**src/rtl/dsad_pkg.sv**
```systemverilog
// Shared types and constants for the dust sample averaging and density block.
`timescale 1ns / 1ps
`default_nettype none

package dsad_pkg;

   typedef logic [11:0] sample_type;
   typedef logic [15:0] volt_type;
   typedef logic [21:0] dens_type;
   typedef logic [4:0]  gain_type;
   typedef logic [11:0] csr_data_type;

   typedef enum logic [0:0] {
      CSR_DENSITY_OFFSET = 1'b0,
      CSR_DIVIDER_GAIN   = 1'b1
   } csr_index_type;

   typedef struct packed {
      sample_type density_offset_mv;
      gain_type   divider_gain;
   } cfg_type;

   localparam sample_type OFFSET_RESET = 12'd400;
   localparam gain_type   GAIN_RESET   = 5'd11;

   // 3300 mV full scale in 1/16 mV units
   localparam volt_type MV_Q4    = 16'd52800;
   localparam volt_type VOLT_MAX = 16'hFFFF;
   localparam int       Q4_SHIFT = 4;

   // voltage times gain, and the divide-by-five reciprocal
   localparam int SCALED_W   = 21;
   localparam int DRECIP_W   = 22;
   localparam int DENS_K     = 24;
   localparam int DENS_Q_W   = SCALED_W + DRECIP_W - DENS_K;
   localparam logic [DRECIP_W-1:0] DENS_RECIP = 22'd3355444;

endpackage

`default_nettype wire

```
**src/rtl/dsad_req_if.sv**
```systemverilog
// Sample input channel: valid, ready and one converter sample.
`timescale 1ns / 1ps
`default_nettype none

interface dsad_req_if;
   import dsad_pkg::*;

   logic       valid;
   logic       ready;
   sample_type adc_sample;

   modport source (output valid, output adc_sample, input ready);
   modport sink   (input valid, input adc_sample, output ready);
endinterface

`default_nettype wire

```
**src/rtl/dsad_rsp_if.sv**
```systemverilog
// Result channel: valid, ready, averaged sample, voltage and density.
`timescale 1ns / 1ps
`default_nettype none

interface dsad_rsp_if;
   import dsad_pkg::*;

   logic       valid;
   logic       ready;
   sample_type averaged_sample;
   volt_type   voltage_q4;
   dens_type   density_q4;

   modport source (output valid, output averaged_sample, output voltage_q4,
                   output density_q4, input ready);
   modport sink   (input valid, input averaged_sample, input voltage_q4,
                   input density_q4, output ready);
endinterface

`default_nettype wire

```
**src/rtl/dsad_cell.sv**
```systemverilog
// One window cell: holds a sample and on each beat takes the previous cell's sample, or the fill value when filling.
`timescale 1ns / 1ps
`default_nettype none

module dsad_cell (
   input  wire logic              clock,
   input  wire logic              shift_en,
   input  wire logic              fill_en,
   input  wire dsad_pkg::sample_type fill_value,
   input  wire dsad_pkg::sample_type shift_in,
   output dsad_pkg::sample_type   shift_out
);
   import dsad_pkg::*;

   sample_type data_ff;
   sample_type data_in;

   assign data_in   = fill_en ? fill_value : shift_in;
   assign shift_out = data_ff;

   always_ff @(posedge clock) begin
      if (shift_en) begin
         data_ff <= data_in;
      end
   end

endmodule

`default_nettype wire

```
**src/rtl/dsad_window.sv**
```systemverilog
// Sliding window: row of sample cells, running sum and average stage.
`timescale 1ns / 1ps
`default_nettype none

module dsad_window #(
   parameter int WINDOW_LENGTH = 10
) (
   input  wire logic                 clock,
   input  wire logic                 reset,
   dsad_req_if.sink                  req_if,
   output logic                      avg_valid,
   input  wire logic                 avg_ready,
   output dsad_pkg::sample_type      avg
);
   import dsad_pkg::*;

   localparam int SAMPLE_W = $bits(sample_type);
   localparam int LEN_LOG  = $clog2(WINDOW_LENGTH);
   localparam int SUM_W    = SAMPLE_W + LEN_LOG;
   localparam int DIV_K    = SUM_W + LEN_LOG;
   localparam int RECIP_W  = SUM_W + 2;
   localparam int PROD_W   = SUM_W + RECIP_W;
   localparam logic [RECIP_W-1:0] RECIP = RECIP_W'(
      ((64'd1 << DIV_K) + 64'(WINDOW_LENGTH) - 64'd1) / 64'(WINDOW_LENGTH));

   sample_type cell_out [WINDOW_LENGTH];

   logic             primed_ff, primed_in;
   logic [SUM_W-1:0] sum_ff, sum_in;
   logic             sum_valid_ff, sum_valid_in;
   sample_type       avg_ff;
   logic             avg_valid_ff, avg_valid_in;

   logic             accept;
   logic             sum_ready;
   logic             avg_stage_ready;
   logic             avg_load;
   logic [PROD_W-1:0] quot_prod;

   assign avg_stage_ready = !avg_valid_ff || avg_ready;
   assign sum_ready       = !sum_valid_ff || avg_stage_ready;
   assign req_if.ready    = sum_ready;
   assign accept          = req_if.valid && sum_ready;
   assign avg_load        = sum_valid_ff && avg_stage_ready;

   for (genvar i = 0; i < WINDOW_LENGTH; i++) begin : g_cell
      if (i == 0) begin : g_head
         dsad_cell u_cell (
            .clock      (clock),
            .shift_en   (accept),
            .fill_en    (!primed_ff),
            .fill_value (req_if.adc_sample),
            .shift_in   (req_if.adc_sample),
            .shift_out  (cell_out[i])
         );
      end else begin : g_body
         dsad_cell u_cell (
            .clock      (clock),
            .shift_en   (accept),
            .fill_en    (!primed_ff),
            .fill_value (req_if.adc_sample),
            .shift_in   (cell_out[i-1]),
            .shift_out  (cell_out[i])
         );
      end
   end

   // first sample fills every cell, later ones drop the oldest
   always_comb begin
      primed_in    = primed_ff;
      sum_in       = sum_ff;
      if (accept) begin
         primed_in = 1'b1;
         if (primed_ff) begin
            sum_in = sum_ff - SUM_W'(cell_out[WINDOW_LENGTH-1])
                            + SUM_W'(req_if.adc_sample);
         end else begin
            sum_in = SUM_W'(req_if.adc_sample) * SUM_W'(WINDOW_LENGTH);
         end
      end
   end

   always_comb begin
      if (accept) begin
         sum_valid_in = 1'b1;
      end else if (avg_stage_ready) begin
         sum_valid_in = 1'b0;
      end else begin
         sum_valid_in = sum_valid_ff;
      end
      if (avg_load) begin
         avg_valid_in = 1'b1;
      end else if (avg_ready) begin
         avg_valid_in = 1'b0;
      end else begin
         avg_valid_in = avg_valid_ff;
      end
   end

   // exact divide by the window length through a reciprocal
   assign quot_prod = PROD_W'(sum_ff) * PROD_W'(RECIP);

   always_ff @(posedge clock) begin
      if (reset) begin
         primed_ff    <= 1'b0;
         sum_ff       <= '0;
         sum_valid_ff <= 1'b0;
         avg_valid_ff <= 1'b0;
      end else begin
         primed_ff    <= primed_in;
         sum_ff       <= sum_in;
         sum_valid_ff <= sum_valid_in;
         avg_valid_ff <= avg_valid_in;
      end
   end

   always_ff @(posedge clock) begin
      if (avg_load) begin
         avg_ff <= quot_prod[DIV_K +: SAMPLE_W];
      end
   end

   assign avg_valid = avg_valid_ff;
   assign avg       = avg_ff;

   a_fill_sum: assert property (@(posedge clock) disable iff (reset)
      accept && !primed_ff |=>
         sum_ff == SUM_W'($past(req_if.adc_sample)) * SUM_W'(WINDOW_LENGTH))
      else $error("window sum not filled from first sample");

   a_primed_holds: assert property (@(posedge clock) disable iff (reset)
      primed_ff |=> primed_ff)
      else $error("window lost primed state");

   a_stall_full: assert property (@(posedge clock) disable iff (reset)
      !req_if.ready |-> sum_valid_ff && avg_valid_ff)
      else $error("input stalled with an empty stage");

endmodule

`default_nettype wire

```
**src/rtl/dsad_scale.sv**
```systemverilog
// Voltage scaling and density pipeline with the result output register.
`timescale 1ns / 1ps
`default_nettype none

module dsad_scale #(
   parameter int SAMPLE_FULL_SCALE = 4095
) (
   input  wire logic                 clock,
   input  wire logic                 reset,
   input  wire dsad_pkg::cfg_type    cfg,
   input  wire logic                 avg_valid,
   output logic                      avg_ready,
   input  wire dsad_pkg::sample_type avg,
   dsad_rsp_if.source                rsp_if
);
   import dsad_pkg::*;

   localparam int SAMPLE_W = $bits(sample_type);
   localparam int P_W      = SAMPLE_W + $bits(volt_type);
   localparam int VK       = P_W + $clog2(SAMPLE_FULL_SCALE);
   localparam int VRECIP_W = P_W + 2;
   localparam int VPROD_W  = P_W + VRECIP_W;
   localparam int QV_W     = VPROD_W - VK;
   localparam logic [VRECIP_W-1:0] VRECIP = VRECIP_W'(
      ((64'd1 << VK) + 64'(SAMPLE_FULL_SCALE) - 64'd1) / 64'(SAMPLE_FULL_SCALE));
   localparam int DPROD_W  = SCALED_W + DRECIP_W;

   // stage a: avg times full-scale voltage in 1/16 mV units
   logic [P_W-1:0]      prod_a_ff;
   sample_type          avg_a_ff;
   logic                va_ff, va_in;
   // stage b: voltage
   volt_type            volt_b_ff;
   sample_type          avg_b_ff;
   logic                vb_ff, vb_in;
   // stage c: excess over offset
   logic [SCALED_W-1:0] diff_c_ff;
   volt_type            volt_c_ff;
   sample_type          avg_c_ff;
   logic                vc_ff, vc_in;
   // stage d: output register
   dens_type            dens_d_ff;
   volt_type            volt_d_ff;
   sample_type          avg_d_ff;
   logic                vd_ff, vd_in;

   logic rdy_a, rdy_b, rdy_c, rdy_d;
   logic load_a, load_b, load_c, load_d;

   logic [VPROD_W-1:0]  vprod;
   logic [QV_W-1:0]     vquot;
   volt_type            volt_in;
   logic [SCALED_W-1:0] scaled;
   logic [SCALED_W-1:0] offset_q4;
   logic [SCALED_W-1:0] diff_in;
   logic [DPROD_W-1:0]  dprod;

   assign rdy_d     = !vd_ff || rsp_if.ready;
   assign rdy_c     = !vc_ff || rdy_d;
   assign rdy_b     = !vb_ff || rdy_c;
   assign rdy_a     = !va_ff || rdy_b;
   assign avg_ready = rdy_a;

   assign load_a = avg_valid && rdy_a;
   assign load_b = va_ff && rdy_b;
   assign load_c = vb_ff && rdy_c;
   assign load_d = vc_ff && rdy_d;

   always_comb begin
      va_in = load_a ? 1'b1 : (load_b ? 1'b0 : va_ff);
      vb_in = load_b ? 1'b1 : (load_c ? 1'b0 : vb_ff);
      vc_in = load_c ? 1'b1 : (load_d ? 1'b0 : vc_ff);
      vd_in = load_d ? 1'b1 : (rsp_if.ready ? 1'b0 : vd_ff);
   end

   // divide by converter full scale through a reciprocal, saturate to 16 bits
   assign vprod   = VPROD_W'(prod_a_ff) * VPROD_W'(VRECIP);
   assign vquot   = vprod[VK +: QV_W];
   assign volt_in = (32'(vquot) > 32'(VOLT_MAX)) ? VOLT_MAX : volt_type'(vquot);

   assign scaled    = SCALED_W'(volt_b_ff) * SCALED_W'(cfg.divider_gain);
   assign offset_q4 = SCALED_W'(cfg.density_offset_mv) << Q4_SHIFT;
   assign diff_in   = (scaled >= offset_q4) ? (scaled - offset_q4) : '0;

   // divide by five through a reciprocal
   assign dprod = DPROD_W'(diff_c_ff) * DPROD_W'(DENS_RECIP);

   always_ff @(posedge clock) begin
      if (reset) begin
         va_ff <= 1'b0;
         vb_ff <= 1'b0;
         vc_ff <= 1'b0;
         vd_ff <= 1'b0;
      end else begin
         va_ff <= va_in;
         vb_ff <= vb_in;
         vc_ff <= vc_in;
         vd_ff <= vd_in;
      end
   end

   always_ff @(posedge clock) begin
      if (load_a) begin
         prod_a_ff <= P_W'(avg) * P_W'(MV_Q4);
         avg_a_ff  <= avg;
      end
      if (load_b) begin
         volt_b_ff <= volt_in;
         avg_b_ff  <= avg_a_ff;
      end
      if (load_c) begin
         diff_c_ff <= diff_in;
         volt_c_ff <= volt_b_ff;
         avg_c_ff  <= avg_b_ff;
      end
      if (load_d) begin
         dens_d_ff <= dens_type'(dprod[DENS_K +: DENS_Q_W]);
         volt_d_ff <= volt_c_ff;
         avg_d_ff  <= avg_c_ff;
      end
   end

   assign rsp_if.valid           = vd_ff;
   assign rsp_if.averaged_sample = avg_d_ff;
   assign rsp_if.voltage_q4      = volt_d_ff;
   assign rsp_if.density_q4      = dens_d_ff;

   a_zero_below_offset: assert property (@(posedge clock) disable iff (reset)
      load_d && diff_c_ff == '0 |=> dens_d_ff == '0)
      else $error("density not zero below offset");

   a_dens_bounded: assert property (@(posedge clock) disable iff (reset)
      load_d |=> dens_d_ff <= dens_type'($past(diff_c_ff)))
      else $error("density exceeds its excess voltage");

   a_stall_full: assert property (@(posedge clock) disable iff (reset)
      !avg_ready |-> va_ff && vb_ff && vc_ff && vd_ff)
      else $error("scale pipeline stalled with an empty stage");

endmodule

`default_nettype wire

```
**src/rtl/dust_sample_average_and_density.sv**
```systemverilog
// Dust sensor sample averager with voltage and density conversion.
//
// Each accepted beat on req_if carries one 12-bit converter sample; one beat
// comes out on rsp_if for every sample, in order. The block takes one sample
// per clock cycle when the result side keeps up. From accept to rsp_if.valid,
// a sample passes the window cells and running sum register, then the
// average register after the reciprocal multiply that divides by the window
// length, then the scale stages for the voltage scaling, gain/offset and
// divide-by-five multiplies. The first sample after reset fills the whole
// window. Registers on the csr port: index 0 is the density offset in mV,
// index 1 the divider gain; write them only while no sample is in flight.
`timescale 1ns / 1ps
`default_nettype none

module dust_sample_average_and_density #(
   parameter int WINDOW_LENGTH     = 10,
   parameter int SAMPLE_FULL_SCALE = 4095
) (
   input  wire logic                    clock,
   input  wire logic                    reset,
   dsad_req_if.sink                     req_if,
   dsad_rsp_if.source                   rsp_if,
   input  wire logic                    csr_we,
   input  wire dsad_pkg::csr_index_type csr_index,
   input  wire dsad_pkg::csr_data_type  csr_wdata
);
   import dsad_pkg::*;

   cfg_type    cfg_ff, cfg_in;
   logic       avg_valid;
   logic       avg_ready;
   sample_type avg;

   always_comb begin
      cfg_in = cfg_ff;
      if (csr_we) begin
         case (csr_index)
            CSR_DENSITY_OFFSET: cfg_in.density_offset_mv = csr_wdata;
            CSR_DIVIDER_GAIN:   cfg_in.divider_gain = gain_type'(csr_wdata);
            default:            cfg_in = cfg_ff;
         endcase
      end
   end

   always_ff @(posedge clock) begin
      if (reset) begin
         cfg_ff.density_offset_mv <= OFFSET_RESET;
         cfg_ff.divider_gain      <= GAIN_RESET;
      end else begin
         cfg_ff <= cfg_in;
      end
   end

   dsad_window #(
      .WINDOW_LENGTH (WINDOW_LENGTH)
   ) u_window (
      .clock     (clock),
      .reset     (reset),
      .req_if    (req_if),
      .avg_valid (avg_valid),
      .avg_ready (avg_ready),
      .avg       (avg)
   );

   dsad_scale #(
      .SAMPLE_FULL_SCALE (SAMPLE_FULL_SCALE)
   ) u_scale (
      .clock     (clock),
      .reset     (reset),
      .cfg       (cfg_ff),
      .avg_valid (avg_valid),
      .avg_ready (avg_ready),
      .avg       (avg),
      .rsp_if    (rsp_if)
   );

endmodule

`default_nettype wire
```
**src/flat_wrapper.sv**
```systemverilog
// flat-port wrapper written by rule: the top's interface ports become plain ports
module dust_sample_average_and_density_flat import dsad_pkg::*;
#(
   parameter int WINDOW_LENGTH     = 10,
   parameter int SAMPLE_FULL_SCALE = 4095
)
  (clock, reset, csr_we, csr_index, csr_wdata, req_if_valid, req_if_adc_sample, req_if_ready, rsp_if_valid, rsp_if_averaged_sample, rsp_if_voltage_q4, rsp_if_density_q4, rsp_if_ready);
  dsad_req_if req_if_i ();
  dsad_rsp_if rsp_if_i ();
  input  wire logic clock;
  input  wire logic reset;
  input  wire logic csr_we;
  input  wire dsad_pkg::csr_index_type csr_index;
  input  wire dsad_pkg::csr_data_type csr_wdata;
  input wire logic [$bits(req_if_i.valid)-1:0] req_if_valid;
  input wire logic [$bits(req_if_i.adc_sample)-1:0] req_if_adc_sample;
  output wire logic [$bits(req_if_i.ready)-1:0] req_if_ready;
  output wire logic [$bits(rsp_if_i.valid)-1:0] rsp_if_valid;
  output wire logic [$bits(rsp_if_i.averaged_sample)-1:0] rsp_if_averaged_sample;
  output wire logic [$bits(rsp_if_i.voltage_q4)-1:0] rsp_if_voltage_q4;
  output wire logic [$bits(rsp_if_i.density_q4)-1:0] rsp_if_density_q4;
  input wire logic [$bits(rsp_if_i.ready)-1:0] rsp_if_ready;
  assign req_if_i.valid = req_if_valid;
  assign req_if_i.adc_sample = req_if_adc_sample;
  assign req_if_ready = req_if_i.ready;
  assign rsp_if_valid = rsp_if_i.valid;
  assign rsp_if_averaged_sample = rsp_if_i.averaged_sample;
  assign rsp_if_voltage_q4 = rsp_if_i.voltage_q4;
  assign rsp_if_density_q4 = rsp_if_i.density_q4;
  assign rsp_if_i.ready = rsp_if_ready;
  dust_sample_average_and_density #(.WINDOW_LENGTH(WINDOW_LENGTH), .SAMPLE_FULL_SCALE(SAMPLE_FULL_SCALE)) u_core (.clock(clock), .reset(reset), .req_if(req_if_i), .rsp_if(rsp_if_i), .csr_we(csr_we), .csr_index(csr_index), .csr_wdata(csr_wdata));
endmodule
```
**config.mk**
```make
export PLATFORM = sky130hd
export DESIGN_NAME = dust_sample_average_and_density_flat
export DESIGN_NICKNAME = d
export VERILOG_FILES = /design/src/rtl/dsad_pkg.sv /design/src/rtl/dsad_req_if.sv /design/src/rtl/dsad_rsp_if.sv /design/src/rtl/dsad_cell.sv /design/src/rtl/dsad_window.sv /design/src/rtl/dsad_scale.sv /design/src/rtl/dust_sample_average_and_density.sv /design/src/flat_wrapper.sv
export SDC_FILE = /design/constraint.sdc
export NUM_CORES = 2
export LEC_CHECK = 0
export BUFFER_PORTS_ARGS = -buffer_cell sky130_fd_sc_hd__buf_2
export CORE_MARGIN = 5
export CORE_UTILIZATION = 55
export DETAILED_ROUTE_END_ITERATION = 16
export HOLD_SLACK_MARGIN = 0.08
export PLACE_DENSITY = 0.79
export SYNTH_ARGS = -nofsm -noshare
export SYNTH_HDL_FRONTEND = slang
export SYNTH_SLANG_ARGS = --single-unit
export TNS_END_PERCENT = 50
```
**constraint.sdc**
```tcl
create_clock -name clock -period 6.3 [get_ports clock]
set_input_delay 1.26 -clock clock [delete_from_list [all_inputs] [get_ports clock]]
set_output_delay 1.26 -clock clock [all_outputs]
set_load 0.03 [all_outputs]
```
# --- Word level (Yosys, flattened, before mapping) ---
# Cells that the tools add are included.
word_totals:
  regBits: 330
  input_bits: 30
  wordCells: 91
op_classes:
  mux: 22
  multipliers: 6
  n_addsub: 3
  n_bitwise: 1
  order_cmp: 2
  reduce_logical: 26
op_table:
  columns: ["op", "count"]
  rows:
  - ["12-bit two-way mux", 9]
  - ["22-bit by 29-bit multiplier with 51-bit output (second input constant)", 1]
  - ["21-bit by 20-bit multiplier with 41-bit output (second input constant)", 1]
  - ["16-bit by 16-bit multiplier with 31-bit output (second input constant)", 1]
  - ["12-bit by 10-bit multiplier with 22-bit output (second input constant)", 1]
  - ["21-bit by 16-bit >= comparator with 1-bit output", 1]
  - ["16-bit by 5-bit multiplier with 21-bit output", 1]
  - ["21-bit by 16-bit subtractor with 21-bit output", 1]
  - ["17-bit by 16-bit greater-than comparator with 1-bit output (second input constant)", 1]
  - ["16-bit by 12-bit adder with 16-bit output", 1]
  - ["16-bit two-way mux", 1]
  - ["16-bit by 12-bit subtractor with 16-bit output", 1]
  - ["12-bit by 3-bit multiplier with 15-bit output (second input constant)", 1]
  - ["1-bit two-way mux", 12]
  - ["2-bit nonzero test", 6]
  - ["1-bit logical AND", 6]
  - ["1-bit logical NOT", 6]
  - ["1-bit logical OR", 6]
  - ["2-bit AND reduction", 2]
  - ["1-bit inverter", 1]

# --- Longest topological paths before layout ---
depth:
  word_depth: 9
  ltp_mapped: 27
  depth_no_buf: 25

# --- Modules after synthesis ---
# Synthesis repeated with hierarchy kept, for this count alone.
unflattened:
  hier_cells: 2944
  hier_area_um2: 33440.8
by_module_without_submodules:
  columns: ["mod", "area_each_um2", "cells_per_inst", "seq_area_each_um2", "instances"]
  rows:
  - ["dsad_scale", 20221.9, 1872, 4734.5, 1]
  - ["dsad_window", 7034.2, 750, 740.7, 1]
  - ["dsad_cell", 544.3, 25, 360.3, 10]
  - ["dust_sample_average_and_density", 742.0, 72, 340.3, 1]

# --- Least setup slack after synthesis ---
# OpenSTA, ideal clock, no wires.
synth_timing:
  path_type: "input port to flip-flop"
  startpoint: "input rsp_if_ready"
  endpoint: "register u_core.u_window.sum_ff[1]"
  n_path_buf: 1
  t_arrival_ns: 5.969
  slack_ns: -0.018
  t_required_ns: 5.951
  path_stages: 8
  path_cell_list: "nor2b_1 and2_1 and3_1 nand3_1 nand2_1 inv_1 clkbuf_1 a311oi_1"
synth_via:
  elab_chain_len: 7
synth_rtl:
  columns: ["element", "line", "text"]
  rows:
  - ["start: declaration", "flat_wrapper.sv:22", "input wire logic [$bits(rsp_if_i.ready)-1:0] rsp_if_ready;"]
  - ["1-bit logical OR", "dsad_scale.sv:58", "assign rdy_d = !vd_ff || rsp_if.ready;"]
  - ["1-bit logical OR", "dsad_scale.sv:59", "assign rdy_c = !vc_ff || rdy_d;"]
  - ["1-bit logical OR", "dsad_scale.sv:60", "assign rdy_b = !vb_ff || rdy_c;"]
  - ["1-bit logical OR", "dsad_scale.sv:61", "assign rdy_a = !va_ff || rdy_b;"]
  - ["1-bit logical OR", "dsad_window.sv:40", "assign avg_stage_ready = !avg_valid_ff || avg_ready;"]
  - ["1-bit logical OR", "dsad_window.sv:41", "assign sum_ready = !sum_valid_ff || avg_stage_ready;"]
  - ["via req_if_ready", "flat_wrapper.sv:17", "output wire logic [$bits(req_if_i.ready)-1:0] req_if_ready;"]
  - ["1-bit logical AND", "dsad_window.sv:43", "assign accept = req_if.valid && sum_ready;"]
  - ["via u_core.u_window.accept", "dsad_window.sv:34", "logic accept;"]
  - ["end signal: assignment", "dsad_window.sv:111", "sum_ff <= sum_in;"]
  - ["end: declaration", "dsad_window.sv:29", "logic [SUM_W-1:0] sum_ff, sum_in;"]
# The timed path passes the listed nets, and every way through them passes these cells.
# A chain may end at the register's enable or synchronous reset.

# --- Final worst setup path ---
layout_timing:
  startpoint: "register u_core.u_scale.diff_c_ff[9]"
  endpoint: "register u_core.u_scale.dens_d_ff[18], in the netlist u_core.u_scale.rsp_if.density_q4[18] (data pin)"
layout_via:
  elab_chain_len: 1
layout_rtl:
  columns: ["element", "line", "text"]
  rows:
  - ["start: declaration", "dsad_scale.sv:37", "logic [SCALED_W-1:0] diff_c_ff;"]
  - ["start signal: assignment", "dsad_scale.sv:112", "diff_c_ff <= diff_in;"]
  - ["21-bit by 20-bit multiplier with 41-bit output", "dsad_scale.sv:86", "assign dprod = DPROD_W'(diff_c_ff) * DPROD_W'(DENS_RECIP);"]
  - ["via u_core.u_scale.dprod[42]", "dsad_scale.sv:56", "logic [DPROD_W-1:0] dprod;"]
  - ["end signal: assignment", "dsad_scale.sv:117", "dens_d_ff <= dens_type'(dprod[DENS_K +: DENS_Q_W]);"]
  - ["end: declaration", "dsad_scale.sv:42", "dens_type dens_d_ff;"]
# The timed path passes the listed nets, and every way through them passes these cells.

==> results.yml <==
status:
  status: "completed"
critical_path:
  cpPeakStageDelay_ps: 570
  critPathMaxFanout: 4
  path_cells: "ha_1, buf_4, ha_1, fa_1, inv_1, fa_1, fa_1, inv_1, fa_1, ha_1, ha_1, and3_1, a221o_1, a21o_1, inv_1, o21ai_2, nor3_2, nor2_1, a311oi_1, xnor2_1"
  worst_setup_path_end_kind: "register"
  critPathKind: "register to register"
  r2r_start: "u_core.u_scale.diff_c_ff[9]"
  critical_path_required_ps: 6620
  cp-start-kind: "register"
  critPathLaunch: "u_core.u_scale.diff_c_ff[9]"
  crit_arrival_ps: 6490
  slowest_stage: "fa_1"
logic_synthesis:
  netlist_area_mm2: 0.0321
  yosysWarnings: 0
  synth-edff-count: 287
  async_reset_ff_share_pct: 0
  synth_area_per_cell_um2: 10.7
  yosys_most_used_dff: "edfxtp_1"
  ys_types: 71
  ys_seq_elements: 327
  syn_inst: 3005
  ys_seq_area_share_pct: 29.3
final_layout:
  drive_gt1_share_pct: 10.4
  fin_util_pct: 61.9
  layout.nets: 4167
  mostFrequentLayoutCell: "inv_1"
  area_growth_syn_to_layout_pct: 11.4
  final_cell_mix: "inv_1 (622), ha_1 (595), nand2_1 (325), fa_1 (321), edfxtp_1 (287)"
  diodes: 0
sta:
  slew_viol_final: 0
  setup_ws_ps: 128
  min_period_over_period_pct: 98.0
  setup_viol: 0
  max_freq_ghz: 0.162
  max_slew_margin_pct: 27.3
  max_slew.worst_pin.slew_ps: 1090
  tns_ps: 0
  grt_setup_unrepaired: "yes"
  hold_violations: 0
  fin_skew_ps: 35.1
  finalCriticalPeriod_ps: 6170
floorplanning:
  dieArea_mm2: 0.0634
  ioPinCount: 82
  die_h_um: 252
  initial_core_util_pct: 55.6
  coreArea_mm2: 0.0578
  num_rows: 88
  die_w_um: 252
routing:
  ant_nets: 0
  vias: 21200
  met2_length_um: 33200
  via_per_inst: 5.30
  wl_um: 66300
  top_layer_used: "met5"
  drc: 0
  m1WireLength_um: 28200
  drt-pass1-iter-count: 5
  drt_iter0_drc: 1252
  wl_per_cell_um: 16.6
  wl_met3_um: 3220
clock_network:
  cts-root-buf: "clkbuf_16"
  cts.path.max_buffers: 3
  clkSinkCount: 327
  htreeDepth: 2
  holdBufCountCts: 0
  numCtsBuffers: 38
  clk_pin_slew_ps: 70
  cts_tree: "done"
  clk_latency_ps: 570
placed_design:
  io_buffers: 78
  dpl.hpwl_um: 53700
  pre_cts_ws_ps: -271
  place_congestion: 0.924
worst_hold_path:
  hold_class: "register to register"
  min-delay-start: "u_core.u_scale.avg_b_ff[11]"
global_routing:
  grt_overflow_total: 0
  antenna_found_initial: 6
  track_usage_pct: 21.2
  grt_first_pass_wirelength_um: 110000
  grt_pass1_vias: 22300
  grt_max_degree: 94
job:
  maxCapViolCount: 0
## state kept, by name, indices dropped and copies added, names as in the netlist, 12 cells and up
| register | count |
|---|---|
| u_core.u_window.g_cell.g_body.u_cell.shift_out | 108 |
| u_core.u_scale.diff_c_ff | 21 |
| u_core.u_scale.prod_a_ff | 19 |
| u_core.u_scale.rsp_if.density_q4 | 19 |
| u_core.cfg_ff | 17 |
| u_core.u_scale.rsp_if.voltage_q4 | 16 |
| u_core.u_scale.volt_b_ff | 16 |
| u_core.u_scale.volt_c_ff | 16 |
| u_core.u_window.sum_ff | 16 |
| u_core.u_scale.avg_a_ff | 12 |
| u_core.u_scale.avg_b_ff | 12 |
| u_core.u_scale.avg_c_ff | 12 |
| u_core.u_scale.rsp_if.averaged_sample | 12 |
| u_core.u_window.avg | 12 |
| u_core.u_window.g_cell.g_head.u_cell.shift_out | 12 |
## metal layers
metal	vias up	GRT usage [%]
li1	10300	-
met4	8	6.14
met3	112	3.45
met2	454	37.5
met5	-	0
met1	10300	27.0
## cell type report
cell class              count  area (µm²)
multi-input cells        2004       20400
clock buffers              40         958
fillers                  4526       22000
well taps                 765         957
clock inverters            28         307
flip-flops and latches    327        9420
repair buffers            213        1420
inverters                 625        2350
## worst paths after layout
path | endpoint | slack (ps) | cells past startpoint
min reg2reg | u_core.u_scale.avg_c_ff[11] | 420 | 0
min | u_core.u_scale.avg_c_ff[11] | 420 | 0
max reg2reg | u_core.u_scale.rsp_if.density_q4[18] | 130 | 20
max | u_core.u_scale.rsp_if.density_q4[18] | 130 | 20
## Yosys cell counts, types with 5 or more instances
| library cell | instances | share of area (%) |
|---|---|---|
| o2111ai_1 | 6 | 0.16 |
| o211ai_1 | 5 | 0.12 |
| or3_1 | 5 | 0.097 |
| dfxtp_1 | 40 | 2.5 |
| nor2_1 | 70 | 0.82 |
| nand4_1 | 16 | 0.31 |
| clkbuf_1 | 41 | 0.48 |
| and2_1 | 62 | 1.2 |
| xnor2_1 | 66 | 1.8 |
| ha_1 | 607 | 24 |
| o21bai_1 | 8 | 0.19 |
| nor2b_1 | 20 | 0.39 |
| a211oi_1 | 28 | 0.65 |
| mux2i_1 | 7 | 0.22 |
| xor2_1 | 40 | 1.1 |
| a21o_1 | 43 | 1.0 |
| buf_1 | 5 | 0.058 |
| a211o_1 | 8 | 0.22 |
| o21ai_0 | 62 | 0.97 |
| nand2_1 | 325 | 3.8 |
| a21oi_1 | 91 | 1.4 |
| nor2_2 | 10 | 0.19 |
| fa_1 | 321 | 20 |
| a2111oi_0 | 6 | 0.16 |
| a311oi_1 | 5 | 0.14 |
| nand3_1 | 23 | 0.36 |
| nand2b_1 | 28 | 0.55 |
| inv_1 | 625 | 7.3 |
| a21boi_0 | 6 | 0.14 |
| nor3_1 | 33 | 0.51 |
| o31ai_1 | 7 | 0.16 |
| edfxtp_1 | 287 | 27 |
| and3_1 | 15 | 0.29 |
| o21a_1 | 25 | 0.58 |
## stage by stage
stage / instances / cell area (µm²) / hold WS (ps)
global placement: 3924 / 34200 / 401
floorplan: 3007 / 32100 / 400
CTS: 3993 / 35600 / 417
detailed placement: 3924 / 34200 / 405
global route: 4002 / 35800 / 426
finish: 4002 / 35800 / 417
## timing repair
| action | CTS | global route |
|---|---|---|
| gates resized for setup | 5 | 36 |
| setup buffers | 1 | 9 |
| gates cloned | 0 | 0 |
| setup endpoints to repair | 25 | 37 |
| pin swaps | 1 | 15 |
## worst max-delay path, delay by kind of cell (launching register included)
kind,cells,cell delay (ps)
adders and majority gates,8,3520
AOI/OAI and AO/OA,4,940
and+or+nand+nor,3,500
DFF,1,460
buffers and inverters,4,390
xor gates and xnor gates,1,100
## kinds of logic (layout without fill, tap and decap cells)
logic type / Yosys count / in the layout / share of synthesized area [%]
mux: 8 / 8 / 0.253
simple gates: 623 / 623 / 8.95
flops: 327 / 327 / 29.3
fa+ha+maj: 928 / 928 / 43.6
compound gates: 336 / 336 / 7.00
buf+inv: 676 / 906 / 7.96
xor+xnor: 106 / 106 / 2.89
other cells: 1 / 3 / 0.0117
Power is left out: the tool's default activity adds up to more than one toggle a clock period on the data nets, which glitch-free logic cannot reach.
